--- config.mk ---
export PLATFORM = sky130hd
export DESIGN_NAME = rrt_report
export DESIGN_NICKNAME = d
export VERILOG_FILES = /design/src/hw/rtl/rrt_pkg.sv /design/src/hw/rtl/rrt_report.sv
export SDC_FILE = /design/constraint.sdc
export NUM_CORES = 1
export LEC_CHECK = 0
export BUFFER_PORTS_ARGS = -buffer_cell sky130_fd_sc_hd__buf_2
export CORE_MARGIN = 2
export CORE_UTILIZATION = 60
export DETAILED_ROUTE_END_ITERATION = 6
export PLACE_DENSITY = 0.81
export RECOVER_POWER = 50
export SYNTH_ARGS = -nofsm -noshare
export SYNTH_HDL_FRONTEND = slang
export SYNTH_SLANG_ARGS = --single-unit
--- constraint.sdc ---
create_clock -name clk -period 9.4 [get_ports clk]
set_clock_uncertainty 0.2 [all_clocks]
set_input_delay 0 -clock clk [delete_from_list [all_inputs] [get_ports clk]]
set_output_delay 0 -clock clk [all_outputs]
set_load 0.05 [all_outputs]
--- src/hw/rtl/rrt_pkg.sv ---
// Shared types and constants of the received range tracker.
// Used by rrt_cell, rrt_report and received_range_tracker_unit.
package rrt_pkg;

  localparam logic [31:0] ALL_ONES = 32'hFFFF_FFFF;

  // input kinds
  localparam logic KIND_PACKET = 1'b0;
  localparam logic KIND_ADOPT  = 1'b1;

  // result status codes
  localparam logic [2:0] ST_ACCEPTED    = 3'd0;
  localparam logic [2:0] ST_INVALID     = 3'd1;
  localparam logic [2:0] ST_CAPACITY    = 3'd2;
  localparam logic [2:0] ST_ADOPTED     = 3'd3;
  localparam logic [2:0] ST_NOT_ADOPTED = 3'd4;

  // configuration register indexes
  localparam logic [1:0] REG_TRUSTED_VALID = 2'd0;
  localparam logic [1:0] REG_TRUSTED_LEN   = 2'd1;
  localparam logic [1:0] REG_SLACK         = 2'd2;
  localparam logic [1:0] REG_MAX_REQ       = 2'd3;

  // cell operations
  localparam logic [2:0] CELL_HOLD   = 3'd0;
  localparam logic [2:0] CELL_INSERT = 3'd1;
  localparam logic [2:0] CELL_WIDEN  = 3'd2;
  localparam logic [2:0] CELL_MERGE  = 3'd3;
  localparam logic [2:0] CELL_ROTATE = 3'd4;

  typedef struct packed {
    logic        kind;
    logic [31:0] offset;
    logic [7:0]  count;
    logic        infer_length;
  } in_t;

  typedef struct packed {
    logic [2:0]  status;
    logic [31:0] next_offset;
    logic [31:0] next_length;
    logic        length_known;
    logic [31:0] total_bytes;
    logic        done_res;
  } out_t;

  typedef struct packed {
    logic [2:0]  op;
    logic [31:0] off;
    logic [31:0] endv;
  } cell_ctrl_t;

endpackage

--- src/hw/rtl/rrt_report.sv ---
// Report accumulator: walks the ranges as they rotate past the chain head.
// Depends on rrt_pkg.
module rrt_report (
  input  logic        clk,
  input  logic        rst_n,
  input  logic        clr,
  input  logic        step,
  input  logic        ent_valid,
  input  logic [31:0] ent_s,
  input  logic [31:0] ent_e,
  input  logic        tv,
  input  logic [31:0] tl,
  input  logic [31:0] max_req,
  output logic [31:0] next_offset,
  output logic [31:0] next_length,
  output logic        done
);

  logic [31:0] cursor_r, cursor_nxt, missing_r, missing_nxt, covered_r, covered_nxt;
  logic        stop1_r, stop1_nxt, stop2_r, stop2_nxt, miss_r, miss_nxt;
  logic [31:0] limit, c2, e_clip, missing, rem;

  assign limit = tv ? tl : rrt_pkg::ALL_ONES;

  always_comb begin
    cursor_nxt  = cursor_r;
    missing_nxt = missing_r;
    covered_nxt = covered_r;
    stop1_nxt   = stop1_r;
    stop2_nxt   = stop2_r;
    miss_nxt    = miss_r;
    c2          = (ent_e > cursor_r) ? ent_e : cursor_r;
    e_clip      = (tv && ent_e > limit) ? limit : ent_e;
    if (clr) begin
      cursor_nxt  = '0;
      covered_nxt = '0;
      stop1_nxt   = 1'b0;
      stop2_nxt   = 1'b0;
      miss_nxt    = 1'b0;
    end else if (step && ent_valid) begin
      if (!stop1_r) begin
        if (ent_s > cursor_r) begin
          miss_nxt    = 1'b1;
          missing_nxt = (ent_s < limit) ? ent_s : limit;
          stop1_nxt   = 1'b1;
        end else if (c2 >= limit) begin
          cursor_nxt = limit;
          stop1_nxt  = 1'b1;
        end else begin
          cursor_nxt = c2;
        end
      end
      if (!stop2_r) begin
        if (tv && ent_s >= limit) begin
          stop2_nxt = 1'b1;
        end else begin
          covered_nxt = covered_r + (e_clip - ent_s);
        end
      end
    end
  end

  always_ff @(posedge clk) begin
    if (!rst_n) begin
      stop1_r <= 1'b0;
      stop2_r <= 1'b0;
      miss_r  <= 1'b0;
    end else begin
      stop1_r <= stop1_nxt;
      stop2_r <= stop2_nxt;
      miss_r  <= miss_nxt;
    end
    cursor_r  <= cursor_nxt;
    missing_r <= missing_nxt;
    covered_r <= covered_nxt;
  end

  // no gap found: the missing run reaches the limit
  assign missing     = miss_r ? missing_r : limit;
  assign rem         = (missing > cursor_r) ? (missing - cursor_r) : '0;
  assign next_offset = cursor_r;
  assign next_length = !tv ? rrt_pkg::ALL_ONES : ((rem < max_req) ? rem : max_req);
  assign done        = tv && (covered_r >= tl);

endmodule

==> impl_metrics.csv, run 1 <==
group,metric,value,unit
global_route,grt_overflow,0,
min_path,min_to,"next_offset[19]",
floorplan,die_y,163,µm
sta,fin_tns_setup,0,ps
clock_network,htreeDepth,3,
run_status,status,"finished with violations",
critical_path,slowest_delay,1270,ps
route,drc_errors,0,
layout,synthToLayoutAreaGrowth,12.7,%
route,vias,15222,
sta,fmax,0.122,GHz
clock_network,clock_latency,380,ps
route,wl_per_cell,20.5,µm
sta,worst_pin_slew,2170,ps
sta,period_share,87.3,%
min_path,hold_class,"primary input to flip-flop",
critical_path,critPathCaptureType,"output port",
sta,drv_slew,131,
floorplan,start_util,60.6,%
sta,fin_ws,1200,ps
floorplan,row_count,58,
clock_network,clkSinkCount,99,
route,drt-vias-per-instance,6.30,
pwr,power_per_cell_area,136,nW/µm²
logic_synthesis,netlist_instances,1874,
critical_path,path_common_cell,"nand2_1",
route,firstDrtPassIters,6,
route,routed_wl,49.7,mm
clock_network,path_clk_slew,80,ps
sta,relSlewSlack,-44.9,%
critical_path,crit_chain,"buf_2 -> clkbuf_1 -> nand2_1 -> mux2_2 -> ha_1 -> nand2_1 -> o21ai_0 -> or3_1 -> o221ai_1 -> a21oi_2 -> o21ai_2 -> buf_4 -> nor2_1 -> ha_1 -> nand2_1 -> nor2_1 -> nand2_1 -> or3_1 -> a2111oi_0 -> a21o_1 -> and2_1 -> a211oi_1 -> o21ai_0 -> buf_2",
placement,dp_worst_setup_slack,2260,ps
layout,diodes,0,
critical_path,reg2reg_depth,20,
global_route,grt_pass1_vias,14391,
critical_path,timing.rr.end,"stop1_r",
critical_path,critPathSlowestCell,"clkbuf_1",
logic_synthesis,synth_cell_types,83,
job,drv_cap,3,
route,drt_iter0_markers,1524,
logic_synthesis,synth.avg_cell_area,8.10,µm²
placement,place_hpwl,40.4,mm
min_path,worst_hold_path.num_cells,5,
floorplan,ios,199,
global_route,grt_pass1_wl,76.7,mm
placement,routabilityCongestion,1.07,
logic_synthesis,synth_seq_cells,99,
logic_synthesis,synth_ff_type,"dfxtp_1",
placement,port_buffers,198,
clock_network,post_cts_resized,0,
critical_path,crit_fanout,38,
clock_network,cts_tree,"done",
clock_network,cts_root_buf,"clkbuf_16",
global_route,antenna_found_initial,0,
sta,setup_viol,0,
floorplan,die_area,26600,µm²
critical_path,worst_ep_arrival_time,8000,ps
critical_path,critical_path.top_delay_family,"compound AO/OA/AOI/OAI gates",
layout,num-nets-final,2527,
sta,hold_violations,0,
critical_path,cp-start-kind,"primary input",
layout,finalInstanceArea,17100,µm²
logic_synthesis,syn_nets,2318,
logic_synthesis,postSynth.asyncResetShare,0,%
critical_path,crit_buf_inv,4,
logic_synthesis,synth_edf_count,32,
critical_path,rr_startpoint,"next_offset[14]",
placement,postPlaceCellArea,16400,µm²
logic_synthesis,synth_warnings,0,
floorplan,die_w,163,µm
layout,drive_above_1_share,13.6,%
route,detail-route-antenna-nets,0,
critical_path,reg2reg_slack,2480,ps
logic_synthesis,syn_area,15200,µm²
pwr,ir_worst_vdd,0.116,mV
floorplan,core-area,25000,µm²
sta,fin_crit,8200,ps
layout,nFillCells,2176,
critical_path,cp.required,9200,ps
clock_network,postCtsSetupRepairBufs,0,
global_route,grt_max_degree,65,
global_route,grt_usage,37.0,%
pwr,power.leakage,8.22,nW
logic_synthesis,synth-seq-area-share,15.2,%
clock_network,cts_made_buffers,9,
clock_network,clk_path_buf_depth,2,
min_path,min_from,"tl[19]",
run_status,violations,"capacitance limit, slew limit",
critical_path,crit_type,"primary input to output port",
sta,rsz0062_at_grt,"false",
==> cells by family (layout without fill, tap and decap cells) <==
| family | count (synthesis) | count (layout) | share of synthesized area, % |
|---|---|---|---|
| flip-flops | 99 | 99 | 15.2 |
| adder cells (fa/ha/maj) | 312 | 312 | 27.3 |
| AO/OA/AOI/OAI | 518 | 518 | 22.9 |
| multiplexers | 132 | 132 | 9.48 |
| XOR/XNOR | 50 | 50 | 2.88 |
| AND/OR/NAND/NOR | 469 | 469 | 14.5 |
| buffers and inverters | 294 | 508 | 7.83 |
==> tightest hold or removal path: cells and delay by family <==
kind                   cells  cell delay [ps]
AO/OA/AOI/OAI              1              110
buffers and inverters      2              170
multiplexers               1              150
AND/OR/NAND/NOR            1              120
==> metal layers <==
| metal | part of all wire, % | vias to the layer above | GRT usage [%] | wire, µm |
|---|---|---|---|---|
| li1 | - | 7227 | - | - |
| met1 | 43 | 7051 | 49.5 | 21200 |
| met2 | 43 | 805 | 57.7 | 21200 |
| met3 | 10 | 139 | 7.95 | 5130 |
| met4 | 4.4 | 0 | 15.6 | 2170 |
| met5 | 0 | - | 0 | 0 |
==> area by class of cell <==
type	count	area (µm²)	share of cell area (%)
Sequential cell	99	2300	13.5
Multi-Input combinational cell	1481	11700	68.5
Timing Repair Buffer	258	1510	8.80
Clock inverter	6	60.1	0.351
Clock buffer	10	239	1.40
Inverter	234	878	5.13
Tap cell	330	413	2.41
==> cell usage after synthesis (27+ instances only) <==
| master | n | area [µm²] |
|---|---|---|
| o211ai_1 | 31 | 233 |
| dfxtp_1 | 67 | 1340 |
| fa_1 | 32 | 641 |
| nor3_1 | 28 | 140 |
| xnor2_1 | 29 | 254 |
| nand3_1 | 27 | 135 |
| a21o_1 | 79 | 593 |
| a21oi_1 | 157 | 786 |
| mux2_2 | 76 | 856 |
| a22o_1 | 33 | 289 |
| nor2_1 | 134 | 503 |
| o21ai_0 | 64 | 320 |
| nand2_1 | 143 | 537 |
| inv_1 | 232 | 871 |
| ha_1 | 278 | 3480 |
| edfxtp_1 | 32 | 961 |
| mux2i_1 | 41 | 410 |
| clkbuf_1 | 36 | 135 |
| nand4_1 | 44 | 275 |
==> where the power goes <==
part / leakage (nW) / switching [mW] / internal, mW / total, mW
combinational: 7.24 / 0.871 / 0.550 / 1.42
clock: 0.140 / 0.206 / 0.193 / 0.399
sequential: 0.834 / 0.0276 / 0.476 / 0.503
total: 8.22 / 1.10 / 1.22 / 2.32
==> state kept, by name, indices dropped and copies added, names as in the netlist <==
register / flops
stop1_r: 1
missing_r: 32
covered_r: 32
stop2_r: 1
miss_r: 1
next_offset: 32
==> what timing repair did <==
item / in CTS / in global routing
endpoints found under the setup margin: 0 / 0
hold buffers: 47 / 0
endpoints found under the hold margin: 50 / 0
==> worst max-delay path by stage <==
stage / start / to / cells after the start
floorplan: miss_r / next_length[21] / 22
global placement: tv / next_length[31] / 26
detailed placement: tv / next_length[0] / 26
CTS: miss_r / next_length[31] / 22
global route: tv / next_length[0] / 24
finish: tv / next_length[0] / 24
==> cell usage in the layout (no fill, tap or decap), types with 10 or more instances in the layout <==
cell / instances
ha_1: 278
inv_1: 232
buf_2: 165
a21oi_1: 157
nand2_1: 143
nor2_1: 134
a21o_1: 79
mux2_2: 76
dfxtp_1: 67
o21ai_0: 64
dlygate4sd3_1: 47
nand4_1: 44
mux2i_1: 41
clkbuf_1: 36
a22o_1: 33
fa_1: 32
edfxtp_1: 32
o211ai_1: 31
xnor2_1: 29
nor3_1: 28
nand3_1: 27
a211oi_1: 22
xor2_1: 21
nor2b_1: 18
o21a_1: 17
and3_1: 14
mux2_1: 14
o21bai_1: 13
nand2b_1: 12
a31oi_1: 12
or3_1: 11
buf_4: 10
==> stage by stage <==
step	std cells	utilization [%]	hold WS (ps)	power, mW
after floorplan	1874	-	-51.3	1.56
after global placement	2355	65.5	107	1.85
after detailed placement	2355	65.5	118	1.88
after CTS	2418	68.6	0.521	2.29
after global routing	2418	68.4	31.8	2.49
final	2418	68.4	15.0	2.32
Power figures use the tool's default switching activity.
==> run 2, diff against run 1 <==
ABC_AREA = 1   (was default)
==> run 2 against run 1 <==
- the flow still finishes with violations (capacitance limit, slew limit)
- register-to-register slack better by 660 ps
- first-iteration DRC count grew 33%
- power increased by 7.5%
- global-route usage rose by 1.8 points
- sequential power about the same
- synthesized cell count grew 23%
- final area rose by 1.8%
- cell count increased by 19%
- synthesized area rose by 0.30%
- clock power up 2%
- setup slack improved by 1300 ps
- core utilization increased by 1.2 points
- largest cell class unchanged
==> impl_metrics.csv, run 2 <==
group,metric,value,unit
run_status,status,"finished with violations",
run_status,violations,"capacitance limit, slew limit",
global_route,antenna_found_initial,7,
critical_path,slowest_delay,800,ps
clock_network,cts_tree,"done",
global_route,grt_max_degree,66,
placement,postPlaceCellArea,16400,µm²
sta,fin_crit,6860,ps
route,detail-route-antenna-nets,0,
global_route,grt_pass1_wl,80.6,mm
critical_path,crit_type,"primary input to flip-flop",
route,routed_wl,52.2,mm
placement,port_buffers,198,
pwr,power_per_cell_area,143,nW/µm²
route,wl_per_cell,18.2,µm
logic_synthesis,synth_top_area_cell,"ha_1",
critical_path,reg2reg_slack,3140,ps
logic_synthesis,postSynth.asyncResetShare,0,%
logic_synthesis,ys_top_cells_by_count,"470 x nand2_1, 355 x inv_1, 278 x ha_1",
logic_synthesis,synth.most_common_cell,"nand2_1",
critical_path,critPathCaptureType,"flip-flop",
sta,fmax,0.146,GHz
critical_path,crit_fanout,65,
logic_synthesis,synth_warnings,0,
clock_network,clkSinkCount,99,
sta,hold_violations,0,
route,drt_iter0_markers,2027,
route,vias,16947,
global_route,grt_use_met1,56.1,%
logic_synthesis,synth-seq-area-share,15.1,%
logic_synthesis,synth_edf_count,32,
critical_path,worst_ep_arrival_time,6890,ps
layout,final_cell_mix,"470 x nand2_1, 356 x inv_1, 278 x ha_1",
critical_path,critPathSlowestCell,"inv_1",
global_route,grt-busiest-layer,"met2",
global_route,grt_pass1_vias,15359,
floorplan,row_count,58,
layout,num-nets-final,2978,
placement,place_hpwl,41.5,mm
clock_network,cts_root_buf,"clkbuf_16",
layout,synthToLayoutAreaGrowth,14.4,%
floorplan,core-area,25000,µm²
job,drv_cap,2,
sta,setup_viol,0,
pwr,power.leakage,8.81,nW
global_route,grt_usage,38.8,%
critical_path,cp.required,9430,ps
clock_network,clock_latency,380,ps
logic_synthesis,synth_cell_types,52,
logic_synthesis,synth.top_cell.area_share,22.8,%
sta,worst_pin_slew,2240,ps
layout,finalInstanceArea,17400,µm²
critical_path,crit_buf_inv,6,
clock_network,cts_made_buffers,9,
sta,rsz0062_at_grt,"false",
sta,fin_ws,2540,ps
global_route,grt_use_met2,57.9,%
layout,nFillCells,2242,
logic_synthesis,synth.avg_cell_area,6.60,µm²
logic_synthesis,synth_ff_type,"dfxtp_1",
global_route,grtUsageMet3,7.03,%
floorplan,ios,199,
route,firstDrtPassIters,6,
floorplan,die_area,26700,µm²
placement,routabilityCongestion,1.03,
layout,final_common_cell,"nand2_1",
logic_synthesis,synth_seq_cells,99,
critical_path,cp-start-kind,"primary input",
layout,final_util,69.6,%
logic_synthesis,synthTopCellsByArea,"ha_1 23%, nand2_1 12%, dfxtp_1 8.8%, inv_1 8.7%, a21oi_1 7.3%",
floorplan,die_y,163,µm
pwr,power,2.50,mW
global_route,grt_overflow,0,
route,drt-vias-per-instance,5.90,
clock_network,htreeDepth,3,
pwr,ir_worst_vdd,0.104,mV
floorplan,start_util,60.8,%
route,drc_errors,0,
sta,period_share,72.9,%
clock_network,clk_path_buf_depth,2,
logic_synthesis,syn_area,15200,µm²
layout,drive_above_1_share,8.47,%
critical_path,critical_path.top_delay_family,"compound AO/OA/AOI/OAI gates",
placement,dp_worst_setup_slack,2720,ps
logic_synthesis,syn_nets,2752,
sta,drv_slew,93,
clock_network,path_clk_slew,90,ps
sta,relSlewSlack,-49.4,%
min_path,hold_class,"primary input to flip-flop",
floorplan,die_w,163,µm
sta,fin_tns_setup,0,ps
logic_synthesis,netlist_instances,2308,
[run 2: cell count changes in the layout (fill, tap and decap cells not counted), sizes merged, moves of 18 or more]
cell         before  now
nand2           144  478
o21ai            69  224
nand3            27  160
inv             235  364
mux2             91    0
a21o             79    8
a21oi           159  224
mux2i            41    1
nor2            136  174
a22o             33    0
dlygate4sd3      47   80
o211ai           31    6
nor2b            18    0
[run 2: per-layer routing]
metal,vias up,wire (µm)
li1,8204,-
met4,6,1470
met5,-,37
met3,105,5900
met1,7700,22900
met2,932,21900
[run 2: cells by family (layout without fill, tap and decap cells)]
group / count (synthesis) / after routing / synth area share, %
AND/OR/NAND/NOR: 874 / 874 / 24.1
AO/OA/AOI/OAI: 533 / 533 / 19.1
buffers and inverters: 434 / 665 / 11.3
adder cells (fa/ha/maj): 310 / 310 / 27.0
flip-flops: 99 / 99 / 15.1
XOR/XNOR: 57 / 57 / 3.28
multiplexers: 1 / 1 / 0.0657
other: 0 / 3 / 0
[run 2: per-stage QoR]
stage          std cells  hold slack, ps
4_1_cts             2869            2.16
3_3_place_gp        2773             121
2_1_floorplan       2308           -55.1
6_report            2872            14.9
5_1_grt             2871            50.1
3_5_place_dp        2773             137
[run 2: final cells by class]
class | count | area, µm² | area share, %
clock inverters | 7 | 66.3 | 0.381
repair buffers | 289 | 1830 | 10.5
multi-input cells | 1775 | 11200 | 64.4
inverters | 360 | 1350 | 7.76
flip-flops and latches | 99 | 2300 | 13.2
clock buffers | 9 | 225 | 1.29
diodes | 3 | 7.51 | 0.0431
well taps | 330 | 413 | 2.37
[run 2: power breakdown]
part / internal (mW) / switching (mW) / total, mW
Sequential: 0.476 / 0.0253 / 0.501
Combinational: 0.549 / 1.04 / 1.59
Clock: 0.189 / 0.218 / 0.407
Total: 1.21 / 1.28 / 2.50
[run 2: tightest hold or removal path, cell delays in order]
cell and delay (ps):
buf_2 300, nor2_1 170, nand2_1 50, inv_1 40
[run 2: what timing repair did]
| action | CTS | global route |
|---|---|---|
| hold buffers | 80 | 0 |
| endpoints found under the hold margin | 55 | 0 |
| resized for setup | 0 | 0 |
| buffers inserted | 0 | 0 |
[run 2: worst paths after layout]
path                                      start  depth (start not counted)              end
worst max-delay path                         tv                         28    covered_r[22]
worst min-delay path                        clr                          4   next_offset[0]
worst min register to register     covered_r[0]                          2     covered_r[0]
worst max register to register  next_offset[25]                         23  next_offset[24]
