File: src/hw/rtl/rrt_pkg.sv
// Shared types and constants of the received range tracker.
// Used by rrt_cell, rrt_report and received_range_tracker_unit.
package rrt_pkg;

  localparam logic [31:0] ALL_ONES = 32'hFFFF_FFFF;

  // input kinds
  localparam logic KIND_PACKET = 1'b0;
  localparam logic KIND_ADOPT  = 1'b1;

  // result status codes
  localparam logic [2:0] ST_ACCEPTED    = 3'd0;
  localparam logic [2:0] ST_INVALID     = 3'd1;
  localparam logic [2:0] ST_CAPACITY    = 3'd2;
  localparam logic [2:0] ST_ADOPTED     = 3'd3;
  localparam logic [2:0] ST_NOT_ADOPTED = 3'd4;

  // configuration register indexes
  localparam logic [1:0] REG_TRUSTED_VALID = 2'd0;
  localparam logic [1:0] REG_TRUSTED_LEN   = 2'd1;
  localparam logic [1:0] REG_SLACK         = 2'd2;
  localparam logic [1:0] REG_MAX_REQ       = 2'd3;

  // cell operations
  localparam logic [2:0] CELL_HOLD   = 3'd0;
  localparam logic [2:0] CELL_INSERT = 3'd1;
  localparam logic [2:0] CELL_WIDEN  = 3'd2;
  localparam logic [2:0] CELL_MERGE  = 3'd3;
  localparam logic [2:0] CELL_ROTATE = 3'd4;

  typedef struct packed {
    logic        kind;
    logic [31:0] offset;
    logic [7:0]  count;
    logic        infer_length;
  } in_t;

  typedef struct packed {
    logic [2:0]  status;
    logic [31:0] next_offset;
    logic [31:0] next_length;
    logic        length_known;
    logic [31:0] total_bytes;
    logic        done_res;
  } out_t;

  typedef struct packed {
    logic [2:0]  op;
    logic [31:0] off;
    logic [31:0] endv;
  } cell_ctrl_t;

endpackage

File: src/hw/rtl/rrt_cell.sv
// One cell of the range chain: holds one [start, end) range.
// Depends on rrt_pkg.
module rrt_cell (
  input  logic               clk,
  input  rrt_pkg::cell_ctrl_t ctrl,
  input  logic               valid,
  input  logic               prev_below,
  input  logic [31:0]        lft_s,
  input  logic [31:0]        lft_e,
  input  logic [31:0]        rgt_s,
  input  logic [31:0]        rgt_e,
  input  logic               rgt_valid,
  output logic [31:0]        s_o,
  output logic [31:0]        e_o,
  output logic               below,
  output logic               touch,
  output logic               pair
);

  logic [31:0] s_r, e_r, s_nxt, e_nxt;
  logic        at_first, after;

  assign below    = valid && (e_r < ctrl.off);
  assign touch    = valid && (e_r >= ctrl.off) && (s_r <= ctrl.endv);
  // below flags form a prefix, so at most one cell sits at the packet position
  assign at_first = prev_below && !below;
  assign after    = !prev_below;
  assign pair     = at_first && valid && rgt_valid && (rgt_s <= e_r);

  always_comb begin
    s_nxt = s_r;
    e_nxt = e_r;
    case (ctrl.op)
      rrt_pkg::CELL_INSERT: begin
        if (at_first) begin
          s_nxt = ctrl.off;
          e_nxt = ctrl.endv;
        end else if (after) begin
          s_nxt = lft_s;
          e_nxt = lft_e;
        end
      end
      rrt_pkg::CELL_WIDEN: begin
        if (at_first) begin
          s_nxt = (s_r < ctrl.off) ? s_r : ctrl.off;
          e_nxt = (e_r > ctrl.endv) ? e_r : ctrl.endv;
        end
      end
      rrt_pkg::CELL_MERGE: begin
        if (at_first) begin
          e_nxt = (rgt_e > e_r) ? rgt_e : e_r;
        end else if (after) begin
          s_nxt = rgt_s;
          e_nxt = rgt_e;
        end
      end
      rrt_pkg::CELL_ROTATE: begin
        s_nxt = rgt_s;
        e_nxt = rgt_e;
      end
      default: begin
        s_nxt = s_r;
        e_nxt = e_r;
      end
    endcase
  end

  always_ff @(posedge clk) begin
    s_r <= s_nxt;
    e_r <= e_nxt;
  end

  assign s_o = s_r;
  assign e_o = e_r;

endmodule

File: config.mk
export PLATFORM = sky130hd
export DESIGN_NAME = rrt_cell
export DESIGN_NICKNAME = d
export VERILOG_FILES = /design/src/hw/rtl/rrt_pkg.sv /design/src/hw/rtl/rrt_cell.sv
export SDC_FILE = /design/constraint.sdc
export NUM_CORES = 1
export LEC_CHECK = 0
export ABC_AREA = 1
export BUFFER_PORTS_ARGS = -buffer_cell sky130_fd_sc_hd__buf_4
export CORE_ASPECT_RATIO = 1.4
export CORE_UTILIZATION = 49
export DETAILED_ROUTE_END_ITERATION = 10
export GPL_TIMING_DRIVEN = 0
export PLACE_DENSITY = 0.8
export SKIP_LAST_GASP = 1
export SLEW_MARGIN = 10
export SYNTH_ARGS = -nofsm -noshare
export SYNTH_HDL_FRONTEND = slang
export SYNTH_SLANG_ARGS = --single-unit
File: constraint.sdc
create_clock -name clk -period 3.7 [get_ports clk]
set_clock_uncertainty 0.2 [all_clocks]
set_input_delay 0.185 -clock clk [delete_from_list [all_inputs] [get_ports clk]]
set_output_delay 0.185 -clock clk [all_outputs]
set_load 0.05 [all_outputs]
==> flow_summary.json, run 1 <==
{
  "die_y_um": 159.8,
  "powerDensity_nw_per_um2": 308.0,
  "portBuffers": 264,
  "ioPinCount": 266,
  "yosysSeqAreaShare_pct": 22.07,
  "critical_path_class": "reg2reg",
  "ctsRootBufferMaster": "clkbuf_16",
  "p_leak_nw": 6.659,
  "switchingPower_mw": 1.704,
  "path_clk_slew_ns": 0.06,
  "h-tree-depth": 3,
  "status": "completed",
  "drt-initial-drc-count": 939,
  "drive_gt1_share_pct": 18.95,
  "num_antenna_cells": 0,
  "core-area_um2": 17400,
  "netlist_top_cells_area": "ha_1, edfxtp_1, nand2_1",
  "max_slew.worst_pin.slew_ns": 0.9220,
  "finalCritPeriodShare_pct": 91.55,
  "post-route-drc-count": 0,
  "cts_tree": "yes",
  "row_count": 57,
  "async_flop_share_pct": 0,
  "cp.required_ns": 3.60,
  "gp_congestion": 0.9412,
  "critPathMaxFanout": 10,
  "critPathLaunchType": "flip-flop",
  "fin_cells": 1851,
  "nets": 2001,
  "cts.path.max_buffers": 2,
  "antenna_found_initial": 0,
  "synth_top_cell_by_area": "ha_1",
  "antenna_left": 0,
  "die_w_um": 114.7,
  "ys_types": 28,
  "dpl.hpwl_um": 26380,
  "nFillCells": 1423,
  "dieArea_um2": 18320,
  "synth_nets": 1595,
  "gr-total-overflow": 0,
  "setup_viol": 0,
  "clkSinkCount": 64,
  "maxCapViolCount": 0,
  "ir_drop_mv": 0.2300,
  "final_cell_area_um2": 12590,
  "synth_ff_type": "edfxtp_1",
  "rsz0062_at_grt": "false",
  "slew_headroom_pct": 38.53,
  "grt_pass1_vias": 10860,
  "post_synth.cell_area_avg_um2": 7.228,
  "netlist_instances": 1205,
  "area_delta_synth_final_pct": 44.61,
  "ys.warnings.count": 0,
  "totalWireLength_um": 35660,
  "ys_seq_elements": 64,
  "yosysMostFrequentCell": "nand2_1",
  "place_inst": 1707,
  "via_count": 10590,
  "hold_path_class": "in2reg",
  "grt_pass1_wl_um": 54500,
  "routed_via_density": 5.719,
  "clockPowerShare_pct": 20.9,
  "ys_top_cells_by_count": "nand2_1, inv_1, ha_1",
  "post_cts_buffers": 0,
  "reg2reg_setup_slack_ns": 0.31,
  "initial_core_util_pct": 50.05,
  "clkLatencyLatePin_ns": 0.35,
  "arrival_ns": 3.28,
  "drtPass1Iterations": 5,
  "numCtsBuffers": 9,
  "swShare_pct": 43.92,
  "p_seq_share_pct": 26.9,
  "grt_usage_pct": 39.15,
  "p_comb_share_pct": 52.2,
  "internal-power_mw": 2.175,
  "synth_area_um2": 8710,
  "fin_util_pct": 72.38,
  "synth_edf_count": 64,
  "fin_crit_ns": 3.388,
  "p_total_mw": 3.879,
  "wl_per_cell_um": 19.26,
  "end_kind": "flip-flop",
  "yosysTopAreaCellShare_pct": 27.44,
  "fmax_mhz": 295.2,
  "dpl-instance-area_um2": 11050,
  "final_hold_viol_count": 0,
  "grt_max_degree": 23,
  "report.final.slew_viol_count": 0
}
## power by group through the flow
stage / clock [mW] / combinational, mW / sequential, mW
6_report: 0.812 / 2.02 / 1.04
4_1_cts: 0.802 / 1.96 / 1.04
3_5_place_dp: 0 / 1.83 / 1.05
5_1_grt: 0.828 / 2.21 / 1.05
3_3_place_gp: 0 / 1.77 / 1.06
2_1_floorplan: 0 / 0.892 / 1.30
## worst paths after layout
check / start / to / cells past startpoint
setup / recovery: e_o[25] / e_o[30] / 14
hold reg to reg: e_o[31] / e_o[20] / 8
hold / removal: lft_s[16] / s_o[16] / 5
setup reg to reg: e_o[25] / e_o[30] / 14
## timing repair
action | CTS | global route
endpoints found under the hold margin | 64 | 0
gates resized for setup | 0 | 0
hold buffers | 129 | 0
## stage by stage
step	setup slack, ns	hold slack, ns	TNS, ns
3_5_place_dp	0.4375	0.2951	0
4_1_cts	0.4039	0.0005884	0
6_report	0.3125	0.002399	0
5_1_grt	0.1852	0.02139	0
2_1_floorplan	0.06221	0.1894	0
3_3_place_gp	-0.3990	0.2948	-23.97
## registers in the layout, summed over array words and instances, names as in the netlist
signal  flops
e_o        32
s_o        32
## cells by family (layout without fill, tap and decap cells)
group	after synthesis	after routing	synth area share (%)
buffers and inverters	246	656	11.51
adder cells (fa/ha/maj)	191	191	27.44
AND/OR/NAND/NOR	493	493	24.38
flip-flops	64	64	22.07
AO/OA/AOI/OAI	211	211	14.61
## worst max-delay path: stages, from the launching register on
cell           delay, ns
edfxtp_1            0.46
ha_1                0.32
a21oi_1             0.20
o21ai_0             0.11
nand2_1             0.06
nand2_1             0.09
a21oi_1             0.32
nand3_2             0.15
nand2_1             0.12
buf_6               0.17
buf_6               0.16
nand2_1             0.07
nand3_1             0.08
nand2_1             0.06
dlygate4sd3_1       0.56
## metal layers
metal  part of all wire, %  vias to the layer above  routed length, um  global-route usage, %
li1                      -                     4941                  -                      -
met4                   7.2                        0               2565                  28.16
met5                     0                        -                  0                      0
met3                   8.1                      189               2892                  5.047
met2                    50                      675              17680                  68.48
met1                    35                     4781              12520                  42.97
## cell type report
| type | instances | area (um2) | share of cell area, % |
|---|---|---|---|
| inverters | 203 | 762.0 | 6.050 |
| clock buffers | 10 | 229.0 | 1.818 |
| flip-flops and latches | 64 | 1922 | 15.26 |
| plain buffers | 43 | 240.2 | 1.907 |
| multi-input cells | 895 | 5801 | 46.06 |
| repair buffers | 395 | 3321 | 26.37 |
| well taps | 236 | 295.3 | 2.345 |
| clock inverters | 5 | 25.02 | 0.1987 |
## placed cells by master, fill, tap and decap left out, types with 9 or more instances in the layout
cell type and instances:
nor3_1 12, o21ai_0 31, buf_2 9, clkbuf_1 20, inv_1 203, buf_4 270, dlygate4sd3_1 129, a21oi_1 93
edfxtp_1 64, nand3_1 140, nand2_1 274, clkbuf_16 9, o21a_1 10, a22oi_1 64, nor2_1 38, nand4_1 17
ha_1 191
Power figures use the tool's default switching activity.
==> inputs of run 2 (changes only) <==
BUFFER_PORTS_ARGS = -buffer_cell sky130_fd_sc_hd__buf_2   (was -buffer_cell sky130_fd_sc_hd__buf_4)
CTS_CLUSTER_DIAMETER = 150   (was not set)
==> run 2 against run 1 <==
  * Fmax rose by 0.67%
  * Cell count down 0.43%
  * Global-route usage shrank 1.2 points
  * Die area did not move
  * Power increased by 2.1%
  * Combinational power shrank 6%
  * First-iteration DRC count rose by 1.8%
  * Design area decreased by 5.3%
  * Worst hold slack improved by 0.0019 ns
  * Critical endpoint is now e_o[3]
  * Largest cell class unchanged
  * Highest routed layer unchanged
==> flow_summary.json, run 2 (synthesized netlist as in run 1, its figures left out) <==
{
  "hold_ws_ns": 0.004348,
  "dpl.hpwl_um": 26210,
  "ioPinCount": 266,
  "row_count": 57,
  "antenna_found_initial": 1,
  "finalCritPeriodShare_pct": 90.94,
  "crit_path_top_delay_cell": "nor2_4",
  "critPathMaxFanout": 17,
  "cp-startpoint": "e_o[31]",
  "initial_core_util_pct": 50.05,
  "rsz0062_at_grt": "false",
  "hold_path_class": "in2reg",
  "die_y_um": 159.8,
  "timing.rr.start": "e_o[31]",
  "die_w_um": 114.7,
  "clkSinkCount": 64,
  "gp_congestion": 0.9415,
  "drt-initial-drc-count": 956,
  "ctsResizeCount": 0,
  "crit_chain": "ha_1, nand2_1, nor2_2, nand2_1, nor3b_2, nand2_1, nand3_2, buf_4, inv_1, nor2_1, nor2_1, nor2_4, buf_16",
  "drtPass1Iterations": 6,
  "nets": 1991,
  "clkLatencyLatePin_ns": 0.34,
  "status": "completed",
  "highest_layer": "met4",
  "arrival_ns": 3.21,
  "portBuffers": 264,
  "slowest_delay_ns": 0.52,
  "slew_headroom_pct": 40.70,
  "report.final.slew_viol_count": 0,
  "path_clk_slew_ns": 0.06,
  "ir_drop_mv": 0.2327,
  "numCtsBuffers": 9,
  "grt_usage_pct": 37.90,
  "drive_gt1_share_pct": 19.05,
  "core-area_um2": 17400,
  "cts_tree": "yes",
  "gr-total-overflow": 0,
  "dieArea_um2": 18320,
  "grt_pass1_wl_um": 52930,
  "hold_path.startpoint": "rgt_e[16]",
  "setup_viol": 0,
  "ctsRootBufferMaster": "clkbuf_16",
  "final_cell_mix": "nand2_1, buf_2, inv_1",
  "post-route-drc-count": 0,
  "cp.required_ns": 3.55,
  "antenna_left": 0,
  "totalWireLength_um": 34560,
  "powerDensity_nw_per_um2": 332.2,
  "crit_top_cell": "nand2_1",
  "reg2reg_setup_slack_ns": 0.34,
  "cts.path.max_buffers": 2,
  "fmax_mhz": 297.2,
  "maxCapViolCount": 0,
  "drt-met1-wl_um": 12300,
  "h-tree-depth": 3,
  "final_hold_viol_count": 0,
  "end_kind": "flip-flop",
  "via_count": 10590,
  "grt_pass1_vias": 10730,
  "wl_per_cell_um": 18.75,
  "area_delta_synth_final_pct": 36.93,
  "fin_crit_ns": 3.365,
  "wl_met3_um": 2544,
  "grt_max_degree": 21,
  "max_slew.worst_pin.slew_ns": 0.8895,
  "place_inst": 1707,
  "routed-wl-met2_um": 16830,
  "mostFrequentLayoutCell": "nand2_1",
  "path_buf_inv": 3,
  "fin_cells": 1843,
  "critical_path_class": "reg2reg",
  "p_leak_nw": 6.437,
  "critPathLaunchType": "flip-flop",
  "cpLargestDelayFamily": "simple AND/OR/NAND/NOR gates",
  "routed_via_density": 5.748
}
[run 2: cell types whose count changed in the layout (fill, tap and decap cells not counted), sizes merged]
cell         change
clkinv           -2
diode            +1
bufinv           +3
dlygate4sd3     -10
[run 2: power by group]
group	switching (mW)	internal (mW)	leakage, nW	total (mW)
Combinational	1.21	0.684	5.66	1.90
Clock	0.371	0.658	0.164	1.03
Sequential	0.106	0.930	0.610	1.04
Total	1.69	2.27	6.44	3.96
[run 2: what timing repair did]
action	CTS	global route
buffers inserted	0	0
endpoints found under the hold margin	62	0
hold buffers	119	0
[run 2: area by class of cell]
type                       instances  area (um2)
fill                            1519        5475
multi-input combinational        895        5801
inverter                         203       762.0
tap                              236       295.3
buffer                            43       240.2
sequential                        64        1922
clock buffer                      10       229.0
timing repair buffer             385        2567
antenna                            1       2.502
clock inverter                     6       107.6
[run 2: metrics by stage]
step	utilization [%]	power (mW)	setup TNS, ns	area, um2	setup slack (ns)
finish	68.54	3.962	0	11930	0.3350
global route	68.54	4.177	0	11930	0.1488
CTS	68.52	3.906	0	11920	0.3803
detailed placement	59.74	2.779	0	10400	0.4030
global placement	59.37	2.713	-24.42	10330	-0.4039
floorplan	-	2.189	0	8715	0.06221
[run 2: worst min-delay path, delay by kind of cell]
| kind | cells | cell delay, ns |
|---|---|---|
| simple gates | 1 | 0.07 |
| compound gates | 1 | 0.08 |
| buf+inv | 1 | 0.10 |
[run 2: path summary, 6_finish.rpt]
check | endpoint | depth (start not counted)
max | e_o[3] | 13
min | e_o[16] | 3
max reg2reg | e_o[3] | 13
min reg2reg | s_o[20] | 5
[run 2: layer usage]
metal / up-vias / track usage [%]
li1: 4926 / -
met1: 4798 / 39.82
met2: 677 / 66.50
met3: 193 / 5.161
met4: 0 / 30.81
met5: - / 0
==> inputs of run 3 (changes only) <==
REMOVE_ABC_BUFFERS = 1   (was not set)
==> run 3 against run 2 <==
  * Critical endpoint is now s_o[6]
  * Design area rose by 2.3%
  * Critical path type unchanged
  * The run now ends with negative hold slack left
  * Cell count rose by 0.22%
  * Count of clock-buffer cells in the layout did not move
  * Wire length fell by 2.4%
==> flow_summary.json, run 3 (synthesized netlist as in run 1, its figures left out) <==
{
  "h-tree-depth": 3,
  "routed_via_density": 5.727,
  "antenna_found_initial": 2,
  "reg2reg_setup_slack_ns": 0.13,
  "critical_path_class": "reg2reg",
  "drive_gt1_share_pct": 18.88,
  "report.final.slew_viol_count": 0,
  "die_w_um": 114.7,
  "final_hold_viol_count": 2,
  "critPathLaunchType": "flip-flop",
  "rsz0062_at_grt": "false",
  "status": "finished, violations left",
  "slew_headroom_pct": 35.53,
  "dpl.hpwl_um": 22310,
  "drtPass1Iterations": 6,
  "maxCapViolCount": 0,
  "antenna_left": 0,
  "drt-initial-drc-count": 984,
  "cpLargestDelayFamily": "simple AND/OR/NAND/NOR gates",
  "nets": 1996,
  "slowest_delay_ns": 0.46,
  "crit_chain": "ha_1, nand2_1, nor2_1, nand3_1, nor3b_2, nand2_1, nand3_4, buf_16, nand2_8, nand2_1, nand3_1, nor2_4, buf_16",
  "numCtsBuffers": 9,
  "critPathMaxFanout": 46,
  "cts.path.max_buffers": 2,
  "crit_top_cell": "nand2_1",
  "post-route-drc-count": 0,
  "end_kind": "flip-flop",
  "clkSinkCount": 64,
  "arrival_ns": 3.43,
  "clkLatencyLatePin_ns": 0.36,
  "totalWireLength_um": 33720,
  "final.setup.worst_slack_ns": 0.1264,
  "violations": "negative hold slack",
  "grt_pass1_vias": 10860,
  "core-area_um2": 17400,
  "path_buf_inv": 2,
  "cp.required_ns": 3.56,
  "grt_max_degree": 70,
  "fin_crit_ns": 3.574,
  "via_count": 10580,
  "setup_viol": 0,
  "grt_pass1_wl_um": 51990,
  "final_cell_mix": "nand2_1, buf_2, inv_1",
  "mostFrequentLayoutCell": "nand2_1",
  "gp_congestion": 0.8925,
  "crit_path_top_delay_cell": "edfxtp_1",
  "p_leak_nw": 6.526,
  "cts_tree": "yes",
  "fmax_mhz": 279.8,
  "portBuffers": 265,
  "tns_ns": 0,
  "gr-total-overflow": 0,
  "ir_drop_mv": 0.2114,
  "powerDensity_nw_per_um2": 315.6,
  "hold_ws_ns": -0.002381,
  "wl_per_cell_um": 18.26,
  "ioPinCount": 266,
  "path_clk_slew_ns": 0.06,
  "die_y_um": 159.8,
  "dieArea_um2": 18320,
  "area_delta_synth_final_pct": 40.05,
  "hold_path_class": "in2reg",
  "post-place-ws_ns": -0.6576,
  "initial_core_util_pct": 50.05,
  "max_slew.worst_pin.slew_ns": 0.9670,
  "grt_usage_pct": 36.47,
  "ctsRootBufferMaster": "clkbuf_16",
  "finalCritPeriodShare_pct": 96.58,
  "row_count": 57
}
## run 3: cell types whose count changed in the layout (fill, tap and decap cells not counted), moves of 2 or more
cell           delta
nand2_4           +2
dlygate4sd3_1    +32
clkbuf_1         -19
buf_6             -3
clkinv_2          +2
buf_12            +4
buf_2             -9
bufinv_16         -2
buf_1             -3
## run 3: area by class of cell
cell class | instances | area, um2
repair buffers | 430 | 3067
fillers | 1383 | 5204
diodes | 1 | 2.502
clock inverters | 5 | 48.80
multi-input cells | 898 | 5869
clock buffers | 10 | 229.0
well taps | 236 | 295.3
flip-flops and latches | 64 | 1922
inverters | 203 | 764.5
## run 3: tightest hold or removal path, cell delays in order
cell and delay (ns):
buf_2 0.07, inv_1 0.03, nand2_1 0.05, nand3_1 0.06
nand2_1 0.06
## run 3: metal layers
| layer | vias up | routed length, um | share of wire (%) | track usage (%) |
|---|---|---|---|---|
| met5 | - | 10 | 0.030 | 0 |
| met4 | 2 | 2183 | 6.5 | 25.03 |
| met3 | 180 | 3007 | 8.9 | 5.161 |
| met2 | 699 | 16350 | 48 | 62.89 |
| met1 | 4756 | 12170 | 36 | 41.01 |
| li1 | 4941 | - | - | - |
## run 3: report_power, final
part	leakage [nW]	total [mW]	internal, mW	switching, mW
Combinational	5.78	1.93	0.714	1.22
Clock	0.140	0.882	0.513	0.369
Sequential	0.610	1.03	0.930	0.104
Total	6.53	3.85	2.16	1.69
## run 3: timing repair
action	in CTS	in global routing
gates cloned	1	2
endpoints found under the hold margin	64	0
buffers inserted	2	1
setup endpoints to repair	64	64
pin swaps	2	1
resized for setup	1	1
hold buffers	151	0
## run 3: stage by stage
step                power [mW]  util (%)  instance area [um2]  std cells
floorplan                2.151         -                 8469       1162
global placement         2.678     57.99                10090       1663
detailed placement       2.739     59.25                10310       1674
CTS                      3.773     69.87                12160       1843
global route             4.064     70.10                12200       1847
finish                   3.849     70.10                12200       1847
## run 3: worst paths after layout
kind | depth (start not counted) | startpoint | end
worst max register to register | 13 | e_o[23] | s_o[6]
worst min-delay path | 5 | lft_s[13] | s_o[13]
worst max-delay path | 13 | e_o[23] | s_o[6]
worst min register to register | 6 | s_o[31] | s_o[17]
